--- src/hdl/block_intra_predictor_unit_defines.svh ---
// Assertion macros shared by the intra predictor modules.
// The macros expect signals named clk and rst in the module that uses them.
`ifndef BLOCK_INTRA_PREDICTOR_UNIT_DEFINES_SVH
`define BLOCK_INTRA_PREDICTOR_UNIT_DEFINES_SVH

// Consequent must hold in the same cycle as the antecedent.
`define BIP_ASSERT_NOW(label, ante, cons, msg) \
  label: assert property (@(posedge clk) disable iff (rst) (ante) |-> (cons)) \
    else $error(msg);

// Consequent must hold in the cycle after the antecedent.
`define BIP_ASSERT_NEXT(label, ante, cons, msg) \
  label: assert property (@(posedge clk) disable iff (rst) (ante) |=> (cons)) \
    else $error(msg);

`endif

--- src/hdl/bip_pkg.sv ---
// Shared types and constants of the block intra predictor.
// No dependencies; used by every module of the block except bip_ram.
package bip_pkg;

  localparam int BLOCK_SIZE = 256;
  localparam int ADDR_W     = $clog2(BLOCK_SIZE);
  localparam int IDX_W      = 8;
  localparam int SAMPLE_W   = 16;
  localparam int VALUE_W    = 17;
  localparam int DATA_W     = 40;
  localparam int CFG_W      = 5;
  localparam int CFG_IDX_W  = 3;
  localparam int QUEUE_DEPTH = 4;
  localparam int QPTR_W     = 2;
  localparam int QCNT_W     = QPTR_W + 1;

  localparam logic [IDX_W:0] BLOCK_LIMIT = (IDX_W + 1)'(BLOCK_SIZE);

  typedef enum logic [1:0] {
    OP_LOAD_LEFT = 2'd0,
    OP_LOAD_TOP  = 2'd1,
    OP_PIXEL     = 2'd2
  } op_t;

  typedef enum logic [CFG_IDX_W-1:0] {
    REG_PRED_MODE   = 3'd0,
    REG_SAMPLE_BITS = 3'd1,
    REG_LEFT_AVAIL  = 3'd2,
    REG_TOP_AVAIL   = 3'd3,
    REG_RECON_MODE  = 3'd4
  } reg_idx_t;

  typedef enum logic [2:0] {
    MODE_GREY = 3'd0,
    MODE_LEFT = 3'd1,
    MODE_TOP  = 3'd2,
    MODE_AVG  = 3'd3,
    MODE_AUTO = 3'd4
  } mode_t;

  typedef struct packed {
    op_t                       kind;
    logic [ADDR_W-1:0]         row;
    logic [ADDR_W-1:0]         col;
    logic signed [VALUE_W-1:0] sample;
  } entry_t;

  typedef struct packed {
    logic   valid;
    entry_t entry;
  } head_t;

endpackage

--- src/hdl/bip_front.sv ---
// Front end: accepts input words, drops those without effect, and queues the rest.
// Depends on bip_pkg and the assertion macro header.
`include "block_intra_predictor_unit_defines.svh"

module bip_front (
  input  logic                          clk,
  input  logic                          rst,
  input  logic                          s_tvalid,
  output logic                          s_tready,
  input  logic [bip_pkg::DATA_W-1:0]    s_tdata,
  input  logic [1:0]                    s_tuser,
  output bip_pkg::head_t                head,
  input  logic                          pop
);

  bip_pkg::entry_t                queue [bip_pkg::QUEUE_DEPTH];
  logic [bip_pkg::QPTR_W-1:0]     wr_ptr;
  logic [bip_pkg::QPTR_W-1:0]     rd_ptr;
  logic [bip_pkg::QCNT_W-1:0]     count;
  logic [bip_pkg::QCNT_W-1:0]     count_next;
  logic [bip_pkg::IDX_W-1:0]      row;
  logic [bip_pkg::IDX_W-1:0]      col;
  logic                           keep;
  logic                           push;
  bip_pkg::entry_t                item;

  assign row = s_tdata[7:0];
  assign col = s_tdata[15:8];

  always_comb begin
    item.kind   = bip_pkg::op_t'(s_tuser);
    item.row    = row[bip_pkg::ADDR_W-1:0];
    item.col    = col[bip_pkg::ADDR_W-1:0];
    item.sample = s_tdata[32:16];
    case (bip_pkg::op_t'(s_tuser))
      bip_pkg::OP_LOAD_LEFT: keep = {1'b0, row} < bip_pkg::BLOCK_LIMIT;
      bip_pkg::OP_LOAD_TOP:  keep = {1'b0, col} < bip_pkg::BLOCK_LIMIT;
      bip_pkg::OP_PIXEL:     keep = ({1'b0, row} < bip_pkg::BLOCK_LIMIT) &&
                                    ({1'b0, col} < bip_pkg::BLOCK_LIMIT);
      default:               keep = 1'b0;
    endcase
  end

  assign s_tready = count != bip_pkg::QCNT_W'(bip_pkg::QUEUE_DEPTH);
  assign push     = s_tvalid && s_tready && keep;

  always_comb begin
    count_next = count;
    if (push && !pop) begin
      count_next = count + bip_pkg::QCNT_W'(1);
    end else if (pop && !push) begin
      count_next = count - bip_pkg::QCNT_W'(1);
    end
  end

  always_ff @(posedge clk) begin
    if (rst) begin
      wr_ptr <= '0;
      rd_ptr <= '0;
      count  <= '0;
    end else begin
      count <= count_next;
      if (push) begin
        wr_ptr <= wr_ptr + bip_pkg::QPTR_W'(1);
      end
      if (pop) begin
        rd_ptr <= rd_ptr + bip_pkg::QPTR_W'(1);
      end
    end
  end

  always_ff @(posedge clk) begin
    if (push) begin
      queue[wr_ptr] <= item;
    end
  end

  assign head.valid = count != '0;
  assign head.entry = queue[rd_ptr];

  `BIP_ASSERT_NOW(a_pop_not_empty, pop, count != '0, "queue popped while empty")
  `BIP_ASSERT_NOW(a_count_bound, 1'b1, count <= bip_pkg::QCNT_W'(bip_pkg::QUEUE_DEPTH),
    "queue count above depth")
  `BIP_ASSERT_NOW(a_full_blocks, count == bip_pkg::QCNT_W'(bip_pkg::QUEUE_DEPTH), !s_tready,
    "input ready while queue full")

endmodule

--- config.mk ---
export PLATFORM = sky130hd
export DESIGN_NAME = bip_front
export DESIGN_NICKNAME = d
export VERILOG_FILES = /design/src/hdl/bip_pkg.sv /design/src/hdl/bip_front.sv
export VERILOG_INCLUDE_DIRS = /design/src /design/src/hdl
export SDC_FILE = /design/constraint.sdc
export NUM_CORES = 1
export LEC_CHECK = 0
export ABC_AREA = 1
export BUFFER_PORTS_ARGS = -buffer_cell sky130_fd_sc_hd__buf_2
export CORE_UTILIZATION = 38
export DETAILED_ROUTE_END_ITERATION = 10
export SLEW_MARGIN = 20
export SYNTH_ARGS = -nofsm -noshare
export SYNTH_HDL_FRONTEND = slang
export SYNTH_SLANG_ARGS = --single-unit
--- constraint.sdc ---
create_clock -name clk -period 3 [get_ports clk]
set_input_delay 0.6 -clock clk [delete_from_list [all_inputs] [get_ports clk]]
set_output_delay 0.6 -clock clk [all_outputs]
set_load 0.05 [all_outputs]
==> Yosys cells after proc, flatten, opt, wreduce, memory -nomap -nowiden <==
Memories as Yosys holds them, arrays and structs flattened. A register that Yosys moved wholly into a read port is not among the register bits.
Cells that the tools add are included.
{ "totals": {"memories": 1, "ram_bits": 140, "inputBits": 46, "out_inout_bits": 37, "reg_bits": 7, "word_cells": 28} }
{ "memory_table": {"columns": ["name", "depth", "width", "rd", "rd_clocked_by_memory_dff", "write_ports", "line", "rtl"], "rows": [
  ["queue", 4, 35, 1, 1, 1, "bip_front.sv:16", "bip_pkg::entry_t queue [bip_pkg::QUEUE_DEPTH];"]
]} }
{ "op_classes": {"muxes": 7, "n_eq_ne": 3, "n_reduce_logical": 10, "n_addsub": 4} }
{ "ops": {"columns": ["op", "count"], "rows": [
  ["3-bit 2-to-1 mux", 2],
  ["2-bit by 1-bit adder with 2-bit output, second input constant", 2],
  ["1-bit logical AND", 4],
  ["2-bit 2-to-1 mux", 2],
  ["3-bit by 1-bit adder with 3-bit output, second input constant", 1],
  ["1-bit 2-to-1 mux", 3],
  ["3-bit != test, second input constant", 1],
  ["3-bit nonzero test", 1],
  ["3-bit OR reduction", 1],
  ["3-bit by 1-bit subtractor with 3-bit output, second input constant", 1],
  ["2-bit by 1-bit equality test with 1-bit output, second input constant", 1],
  ["2-bit equality test, second input constant", 1],
  ["1-bit logical NOT", 2],
  ["2-bit logical NOT", 1],
  ["2-bit nonzero test", 1]
]} }

==> Logic depth before layout (Yosys ltp) <==
Gate-level depths: netlist of the first run.
{ "logic_depth": {"ltp_word": 8, "depth_mapped": 13} }

==> Least setup slack after synthesis of the first run <==
No wires, ideal clock.
{ "synth_timing": {"path_type": "register -> register", "from": "register count[0] (netlist name)", "to": "memory queue[0][0] (netlist name) (enable)", "setup_ns": 0.427, "stages_incl_launch_ff": 5, "required_time_ns": 2.573, "setup_slack_ns": -0.077, "t_arrival_ns": 2.650, "period_less_slack_ns": 3.077, "n_path_buf": 0, "path_cell_list": "dfxtp_1 -> inv_1 -> nand3_1 -> nand2_1 -> nor2_1"} }
{ "synth_via": {"elab_chain_len": 5} }
{ "synth_rtl": {"columns": ["item", "line", "rtl"], "rows": [
  ["start: declaration", "bip_front.sv:19", "logic [bip_pkg::QCNT_W-1:0] count;"],
  ["start signal: assignment", "bip_front.sv:62", "count <= count_next;"],
  ["3-bit != test", "bip_front.sv:44", "assign s_tready = count != bip_pkg::QCNT_W'(bip_pkg::QUEUE_DEPTH);"],
  ["named net s_tready", "bip_front.sv:9", "output logic s_tready,"],
  ["1-bit logical AND (2 in a row)", "bip_front.sv:45", "assign push = s_tvalid && s_tready && keep;"],
  ["1-bit 2-to-1 mux", "bip_front.sv:73", "if (push) begin"],
  ["1-bit 2-to-1 mux (implied by the code)", "bip_front.sv:74", "queue[wr_ptr] <= item;"],
  ["end: declaration", "bip_front.sv:16", null]
]} }
The timed path passes the listed nets, and every way through them passes these cells.

==> flow_summary.ini, run 1 <==
[power]
peakVddDrop_uv = 460
clockPowerShare_pct = 37.2
p_leak_nw = 2.44
combinationalPowerShare_pct = 14.7
swShare_pct = 27.0
power_density_nw_per_um2 = 740
p_sw_mw = 1.36
p_int_mw = 3.68
seq_power_share_pct = 48.1

[sta]
skew_ns = 0.00722
fmax_ghz = 0.383
slew_viol_final = 0
period_needed_ns = 2.61
worstMarginPinSlew_ns = 0.712
fin_ws_ns = 0.388
hold_violations = 0
relSlewSlack_pct = 52.5
setup_tns_ns = 0
period_share_pct = 87.1
grt_setup_unrepaired = no
setup_viol = 0

[final_layout]
area_growth_pct = 20.3
layout-drive-gt1-share_pct = 24.3
fin_cells = 689
final_area_sq_um = 6800
nets = 544

[worst_setup_path]
start_kind = flip-flop
cpMaxStageDelayCell = inv_4
worstSetupPathType = flip-flop to primary output
crit_chain = inv_4 -> nor2_1 -> o22ai_1 -> buf_2
crit_path_end_kind = primary output
cp.required_ns = 2.40
slowest_delay_ns = 0.51
critPathMaxFanout = 70
cp.arrival_ns = 2.01

[synthesis]
ys_seq_area_share_pct = 77.5
synth_area_sq_um = 5660
synth-compound-area-share_pct = 10.9
yosys.area.top_type = edfxtp_1
yosys_register_bits = 149
synthMuxAreaShare_pct = 0
yosysWarnings = 0
syn-num-nets = 457
synth_area_leaders = edfxtp_1 (74%), nor2_1 (5.2%), o21ai_0 (4.7%)
synth_xor_area_share_pct = 0
synth_adder_area_share_pct = 1.46
syn_inst = 405
yosys.area.top_type_share_pct = 74.3
synth-simple-area-share_pct = 6.33
synth_cell_types = 18
post_synth.cell_area_avg_sq_um = 14.0
synth_top_family_by_area = compound AO/OA/AOI/OAI gates

[detailed_routing]
dr.pass1.iters = 5
wirelength_mm = 11.3
num_vias = 3440
wl_per_cell_um = 16.4
vias_per_cell = 4.99
drc_errors = 0
ant_nets = 0
drt_iter0_drc = 304

[die]
std_cell_rows = 44
die_h_um = 124
die_area_sq_um = 15400
start_util_pct = 38.9
io_pins = 83
core_area_sq_um = 14500
die_w_um = 124

[place]
place_inst = 657
hpwl_mm = 6.52
dpl_cell_area_sq_um = 6280
dp_slack_ns = 0.675
place_congestion = 0.759
port_buffers = 75

[clock_tree]
clock_latency_ns = 0.42
clk_pin_slew_ns = 0.06
cts_resized = 0
cts_tree = built
cts_inserted_buffers = 17
cts_setup_buffers = 0
hold_buffers = 0
cts.sinks = 149
htree_num_levels = 4
clk_path_buf_depth = 2
root_buffer = clkbuf_16

[worst_hold_path]
hold_class = input pin to flip-flop

[global_routing]
grt_antenna_before_repair = 2
grt_max_degree = 71
grt_usage_pct = 15.3
grt-ovfl-total = 0
grt_pass1_vias = 3189
grt_pass1_wl_mm = 16.7

[flow_run]
max_cap_viol_count = 0

[run_status]
status = finished, final reports clean
==> cells by family (layout without fill, tap and decap cells) <==
group | count (synthesis) | after routing
adder cells (fa/ha/maj) | 6 | 6
other | 0 | 2
AO/OA/AOI/OAI | 115 | 115
AND/OR/NAND/NOR | 93 | 93
flip-flops | 149 | 149
buffers and inverters | 42 | 140
==> power groups by stage <==
stage	Clock (mW)	Sequential (mW)	Combinational [mW]
6_report	1.87	2.42	0.740
2_1_floorplan	0	2.47	0.527
3_3_place_gp	0	2.46	0.734
5_1_grt	1.98	2.43	0.799
4_1_cts	1.90	2.43	0.746
3_5_place_dp	0	2.47	0.745
==> placed cells by master, fill, tap and decap left out, drive strengths merged, types with 8 or more instances in the layout <==
| cell | n |
|---|---|
| edfxtp | 140 |
| buf | 89 |
| nor2 | 79 |
| o21ai | 74 |
| o22ai | 35 |
| inv | 21 |
| clkbuf | 17 |
| clkinv | 10 |
| dfxtp | 9 |
| nand2 | 8 |
==> cells in the mapped netlist <==
cell type	n
o22ai_1	35
inv_2	1
nor2_1	79
fa_1	1
nand4_1	1
dfxtp_1	9
buf_4	8
a21oi_1	6
buf_6	1
nand2_1	8
inv_4	1
ha_1	5
nand3_1	5
buf_2	12
o21ai_1	21
edfxtp_1	140
o21ai_0	53
inv_1	19
==> through the flow <==
step                      total power [mW]  hold slack (ns)  util (%)
after floorplan                       2.99            0.412         -
final                                 5.04            0.396      46.8
after global routing                  5.22            0.386      46.8
after global placement                3.20            0.435      43.2
after detailed placement              3.21            0.446      43.2
after CTS                             5.08            0.381      46.8
==> sequential cells by signal (all words and copies together) (netlist names), named ones only <==
name and count:
queue 140, rd_ptr 2, wr_ptr 2, count 3
==> final timing paths <==
| kind | from | end | slack, ns | cells past startpoint |
|---|---|---|---|---|
| worst max-delay path | flip-flop | head[34] | 0.39 | 4 |
| worst min-delay path | s_tdata[18] | queue[3][2]$_DFFE_PP_ | 0.40 | 1 |
| worst max register to register | count[0]$_SDFFE_PP0P_ | count[1]$_SDFFE_PP0P_ | 1.10 | 9 |
| worst min register to register | rd_ptr[1]$_SDFFE_PP0P_ | rd_ptr[1]$_SDFFE_PP0P_ | 0.45 | 1 |
==> routing by layer <==
metal  wire length, um  up-vias  GRT usage [%]
met5                 0        -              0
met4               204        0           7.44
met3               588       16           4.76
met2              5240       81           23.5
met1              5270     1673           19.6
li1                  -     1670              -
==> area by class of cell <==
| type | instances | area, sq um |
|---|---|---|
| multi-input cells | 214 | 1090 |
| clock inverters | 13 | 93.8 |
| well taps | 184 | 230 |
| clock buffers | 17 | 425 |
| flip-flops and latches | 149 | 4390 |
| inverters | 21 | 81.3 |
| fillers | 1289 | 7730 |
| diodes | 2 | 5.00 |
| repair buffers | 89 | 493 |
==> worst max-delay path, delay by kind of cell, from the launching register on <==
| family | cells | cell delay [ns] |
|---|---|---|
| buf+inv | 2 | 0.84 |
| flops | 1 | 0.34 |
| compound gates | 1 | 0.32 |
| simple gates | 1 | 0.08 |
(Power assumes the default switching activity.)
==> run 2: changes to the inputs <==
--- a/config.mk
+++ b/config.mk
@@ -8,8 +8,11 @@
 export LEC_CHECK = 0
 export ABC_AREA = 1
 export BUFFER_PORTS_ARGS = -buffer_cell sky130_fd_sc_hd__buf_2
-export CORE_UTILIZATION = 38
+export CORE_UTILIZATION = 51
+export CTS_CLUSTER_DIAMETER = 120
 export DETAILED_ROUTE_END_ITERATION = 10
+export PLACE_DENSITY = 0.75
+export REMOVE_ABC_BUFFERS = 1
 export SLEW_MARGIN = 20
 export SYNTH_ARGS = -nofsm -noshare
 export SYNTH_HDL_FRONTEND = slang
==> run 2 against run 1 <==
Compared with the run above: wire length down 8.1%; die area down 25%; fmax down 7.2%; clock skew up 0.0011 ns; clock-buffer cell count up 5; largest cell class unchanged.
==> flow_summary.ini, run 2 (synthesis gave the netlist of run 1 again) <==
[sta]
grt_setup_unrepaired = no
fmax_ghz = 0.355
worstMarginPinSlew_ns = 0.633
hold_violations = 0
slew_viol_final = 0
relSlewSlack_pct = 57.8
setup_tns_ns = 0
fin_ws_ns = 0.187
holdWs_ns = 0.286
period_needed_ns = 2.81
setup_viol = 0
skew_ns = 0.00831
period_share_pct = 93.8

[die]
io_pins = 83
start_util_pct = 52.2
core_area_sq_um = 10800
std_cell_rows = 38
die_area_sq_um = 11500
die_h_um = 107
die_w_um = 107

[clock_tree]
cts.sinks = 149
root_buffer = clkbuf_8
clock_latency_ns = 0.52
htree_num_levels = 4
cts_tree = built
clk_pin_slew_ns = 0.06
cts_inserted_buffers = 17
clk_path_buf_depth = 2

[worst_setup_path]
crit_family = flip-flops
crit_path_end_kind = primary output
cpMaxStageDelayCell = dfxtp_2
rr_worst_depth = 9
critPathMaxFanout = 27
rrSetupSlack_ns = 0.87
reg2reg_to = count[1]$_SDFFE_PP0P_
worstSetupPathType = flip-flop to primary output
cp.required_ns = 2.40
slowest_delay_ns = 0.68
r2r-start = count[0]$_SDFFE_PP0P_
crit_chain = buf_4 -> o21ai_0 -> o22ai_1 -> buf_2
critPathBufInv = 2
start_kind = flip-flop
cp.arrival_ns = 2.21

[global_routing]
grt_pass1_wl_mm = 16.5
grt_max_degree = 71
grt-ovfl-total = 0
grt_pass1_vias = 3443
grt_usage_pct = 19.6
grt_antenna_before_repair = 1

[power]
power_density_nw_per_um2 = 765
peakVddDrop_uv = 364
total_power_mw = 5.18
p_leak_nw = 2.45

[final_layout]
top_register = queue
nets = 538
layout-drive-gt1-share_pct = 24.4
top_regs = queue: 140 flops, count: 3 flops
post-route-util_pct = 62.5
mostFrequentLayoutCells = edfxtp_1 (140), nor2_1 (75), buf_2 (75), o21ai_0 (53), o22ai_1 (35)
largest_reg_flops = 140
layout_commonest_cell = edfxtp_1
area_growth_pct = 19.8

[place]
dp_slack_ns = 0.441
place_congestion = 0.697
port_buffers = 75
hpwl_mm = 5.75

[worst_hold_path]
hold_path_startpoint = s_tdata[17]
whs_endpoint = queue[3][1]$_DFFE_PP_
hold_class = input pin to flip-flop
hold_depth = 1

[detailed_routing]
dr.pass1.iters = 4
drc_errors = 0
wl_per_cell_um = 16.2
wirelength_mm = 10.4
ant_nets = 0
num_vias = 3439
vias_per_cell = 5.37
drt_iter0_drc = 272

[flow_run]
max_cap_viol_count = 0

[run_status]
status = finished, final reports clean
## run 2: cell types whose count changed in the layout (fill, tap and decap cells not counted), moves of 2 or more
cell | before | now
clkbuf_16 | 17 | 20
inv_4 | 1 | 3
clkinv_1 | 4 | 0
clkinv_2 | 5 | 0
inv_6 | 0 | 2
clkinv_4 | 1 | 5
buf_4 | 13 | 8
clkbuf_8 | 0 | 2
## run 2: through the flow
step / instance area, sq um / std cells
floorplan: 5530 / 384
global placement: 6170 / 607
detailed placement: 6170 / 607
CTS: 6770 / 639
global route: 6780 / 639
finish: 6780 / 640
## run 2: worst register-to-register path: stages, from the launching register on
cell     delay, ns
dfxtp_1       0.32
inv_1         0.11
nand3_1       0.19
nand2_1       0.38
inv_1         0.09
ha_1          0.20
inv_1         0.09
fa_1          0.40
o21ai_0       0.17
a21oi_1       0.05
## run 2: layer usage
metal,vias up,GRT usage [%],routed length (um)
li1,1661,-,-
met1,1667,24.2,4560
met2,101,31.4,5000
met3,10,8.29,722
met4,0,6.36,106
met5,-,0,0
## run 2: repair_timing
item                       in CTS  in global routing
hold endpoints to repair        0                  0
hold buffers                    0                  0
gates resized for setup         0                  1
setup endpoints to repair       0                  8
buffers inserted                0                  0
## run 2: worst max path at each step
stage / endpoint / slack, ns / cells past startpoint / startpoint
floorplan: queue[0][0]$_DFFE_PP_ / -0.08 / 4 / count[0]$_SDFFE_PP0P_
global placement: count[2]$_SDFFE_PP0P_ / 0.52 / 13 / s_tuser[1]
detailed placement: count[2]$_SDFFE_PP0P_ / 0.44 / 12 / s_tuser[1]
CTS: head[17] / 0.07 / 4 / flip-flop
global route: head[1] / 0.03 / 4 / flip-flop
finish: head[1] / 0.19 / 4 / flip-flop
## run 2: cell type report
cell class	instances	area [sq um]
Clock buffer	22	528
Tap cell	140	175
Fill cell	804	4060
Timing Repair Buffer	83	435
Inverter	21	83.8
Clock inverter	10	78.8
Antenna cell	1	2.50
Sequential cell	149	4390
Multi-Input combinational cell	214	1090
## run 2: power by group
group,switching [mW],internal [mW]
clock,0.797,1.25
combinational,0.545,0.161
sequential,0.0388,2.40
total,1.38,3.80
==> run 3: changes to the inputs <==
--- a/config.mk
+++ b/config.mk
@@ -6,7 +6,6 @@
 export SDC_FILE = /design/constraint.sdc
 export NUM_CORES = 1
 export LEC_CHECK = 0
-export ABC_AREA = 1
 export BUFFER_PORTS_ARGS = -buffer_cell sky130_fd_sc_hd__buf_2
 export CORE_UTILIZATION = 51
 export CTS_CLUSTER_DIAMETER = 120
==> run 3 against run 2 <==
Compared with the run above: wire length fell by 15%; power rose by 6.1%; synthesized cell count fell by 43%; die area fell by 1.3%; cell count fell by 26%; combinational power rose by 19%; largest power group unchanged; clock skew rose by 0.0024 ns; sequential cell count did not move.
==> flow_summary.ini, run 3 <==
[clock_tree]
cts.sinks = 149
clk_path_buf_depth = 2
hold_buffers = 0
cts_resized = 0
root_buffer = clkbuf_8
clock_latency_ns = 0.51
cts_tree = built
cts_setup_buffers = 0
clk_pin_slew_ns = 0.06
htree_num_levels = 4
cts_inserted_buffers = 17

[worst_setup_path]
critPathMaxFanout = 20
rrSetupSlack_ns = 0.68
crit_path_end_kind = primary output
start_kind = flip-flop
worstSetupPathType = flip-flop to primary output
cp.required_ns = 2.40
cp.arrival_ns = 2.05

[final_layout]
layout_commonest_cell = edfxtp_1
diodes = 0
mostFrequentLayoutCells = edfxtp_1 (140), buf_2 (75), mux4_2 (30), clkbuf_16 (16)
nets = 379
largest_reg_flops = 140
ff_latch_area_sq_um = 4390
fin_cells = 476
top_register = queue
multi_input_area_sq_um = 1090
final_area_sq_um = 6780
top_regs = queue: 140 flops, count: 3 flops
area_growth_pct = 21.5
layout-drive-gt1-share_pct = 44.7
fillers = 744

[global_routing]
grt_antenna_before_repair = 1
grt-ovfl-total = 0
grt_max_degree = 28
grt_pass1_wl_mm = 13.7
grt_usage_pct = 17.1
grt_pass1_vias = 2636

[run_status]
status = finished, final reports clean

[sta]
slew_viol_final = 0
skew_ns = 0.0107
period_needed_ns = 2.65
hold_violations = 0
fmax_ghz = 0.377
worstMarginPinSlew_ns = 0.521
grt_setup_unrepaired = no
period_share_pct = 88.5
fin_ws_ns = 0.346
setup_viol = 0
relSlewSlack_pct = 65.3

[synthesis]
yosys.area.top_type_share_pct = 75.3
synth_common_cells = edfxtp_1 (140), mux4_2 (30), dfxtp_1 (9)
ys_async_sr_fraction_pct = 0
syn_inst = 232
synth_edf_count = 140
synthFlopType = edfxtp_1
ys_seq_area_share_pct = 78.5
synth_area_leaders = edfxtp_1 (75%), mux4_2 (12%), dfxtp_1 (3.2%)
post_synth.cell_area_avg_sq_um = 24.1
yosysMostFrequentCell = edfxtp_1
synth_cell_types = 25
yosys_register_bits = 149
yosysWarnings = 0
synth_area_sq_um = 5580
yosys.area.top_type = edfxtp_1

[die]
core_area_sq_um = 10500
io_pins = 83
die_h_um = 107
start_util_pct = 53.4
die_area_sq_um = 11400
std_cell_rows = 37
die_w_um = 107

[place]
hpwl_mm = 5.45
dpl_cell_area_sq_um = 6150
place_inst = 444
dp_slack_ns = 0.385
place_congestion = 0.683
port_buffers = 75

[detailed_routing]
drc_errors = 0
num_vias = 2523
wirelength_mm = 8.82
ant_nets = 0
drt_iter0_drc = 100
wl_per_cell_um = 18.5
dr.pass1.iters = 4
vias_per_cell = 5.30

[power]
power_density_nw_per_um2 = 811
p_leak_nw = 2.36
peakVddDrop_uv = 525

[flow_run]
max_cap_viol_count = 0

[worst_hold_path]
hold_class = input pin to flip-flop
## run 3: logic make-up after synthesis
group | after synthesis | synth area share [%]
flip-flops | 149 | 78.5
AO/OA/AOI/OAI | 3 | 0.650
XOR/XNOR | 4 | 0.627
adder cells (fa/ha/maj) | 6 | 1.48
AND/OR/NAND/NOR | 18 | 1.61
multiplexers | 38 | 15.1
buffers and inverters | 14 | 2.04
## run 3: final timing paths
check,start,to,cells after the start
setup / recovery,flip-flop,head[33],3
hold / removal,s_tdata[0],queue[2][25]$_DFFE_PP_,1
setup reg to reg,count[0]$_SDFFE_PP0P_,count[2]$_SDFFE_PP0P_,8
hold reg to reg,wr_ptr[1]$_SDFFE_PP0P_,wr_ptr[1]$_SDFFE_PP0P_,2
## run 3: worst max-delay path, stage by stage, from the launching register on
cell     delay [ns]
dfxtp_2        0.33
buf_4          0.37
mux4_1         0.61
buf_2          0.23
## run 3: metrics by stage
stage	util, %	hold slack, ns	total power [mW]	setup TNS (ns)
floorplan	-	0.481	3.15	-0.324
global placement	58.8	0.503	3.36	0
detailed placement	58.8	0.521	3.38	0
CTS	64.8	0.276	5.54	0
global route	64.8	0.273	5.69	0
finish	64.8	0.301	5.50	0
## run 3: layout make-up
| class | instances | area share [%] |
|---|---|---|
| Multi-Input combinational cell | 69 | 16.1 |
| Clock buffer | 25 | 7.14 |
| Timing Repair Buffer | 85 | 7.19 |
| Sequential cell | 149 | 64.7 |
| Clock inverter | 7 | 2.12 |
| Inverter | 5 | 0.277 |
| Tap cell | 136 | 2.51 |
## run 3: power breakdown
part | switching [mW] | leakage, nW | internal [mW]
clock network | 0.739 | 0.299 | 1.44
logic | 0.577 | 0.711 | 0.266
registers | 0.0536 | 1.35 | 2.42
## run 3: per-layer routing
metal / vias to the layer above / GRT usage (%) / part of all wire [%]
li1: 1156 / - / -
met1: 1272 / 22.1 / 45
met2: 83 / 26.2 / 48
met3: 12 / 6.20 / 6.4
met4: 0 / 7.63 / 1.5
met5: - / 0 / 0
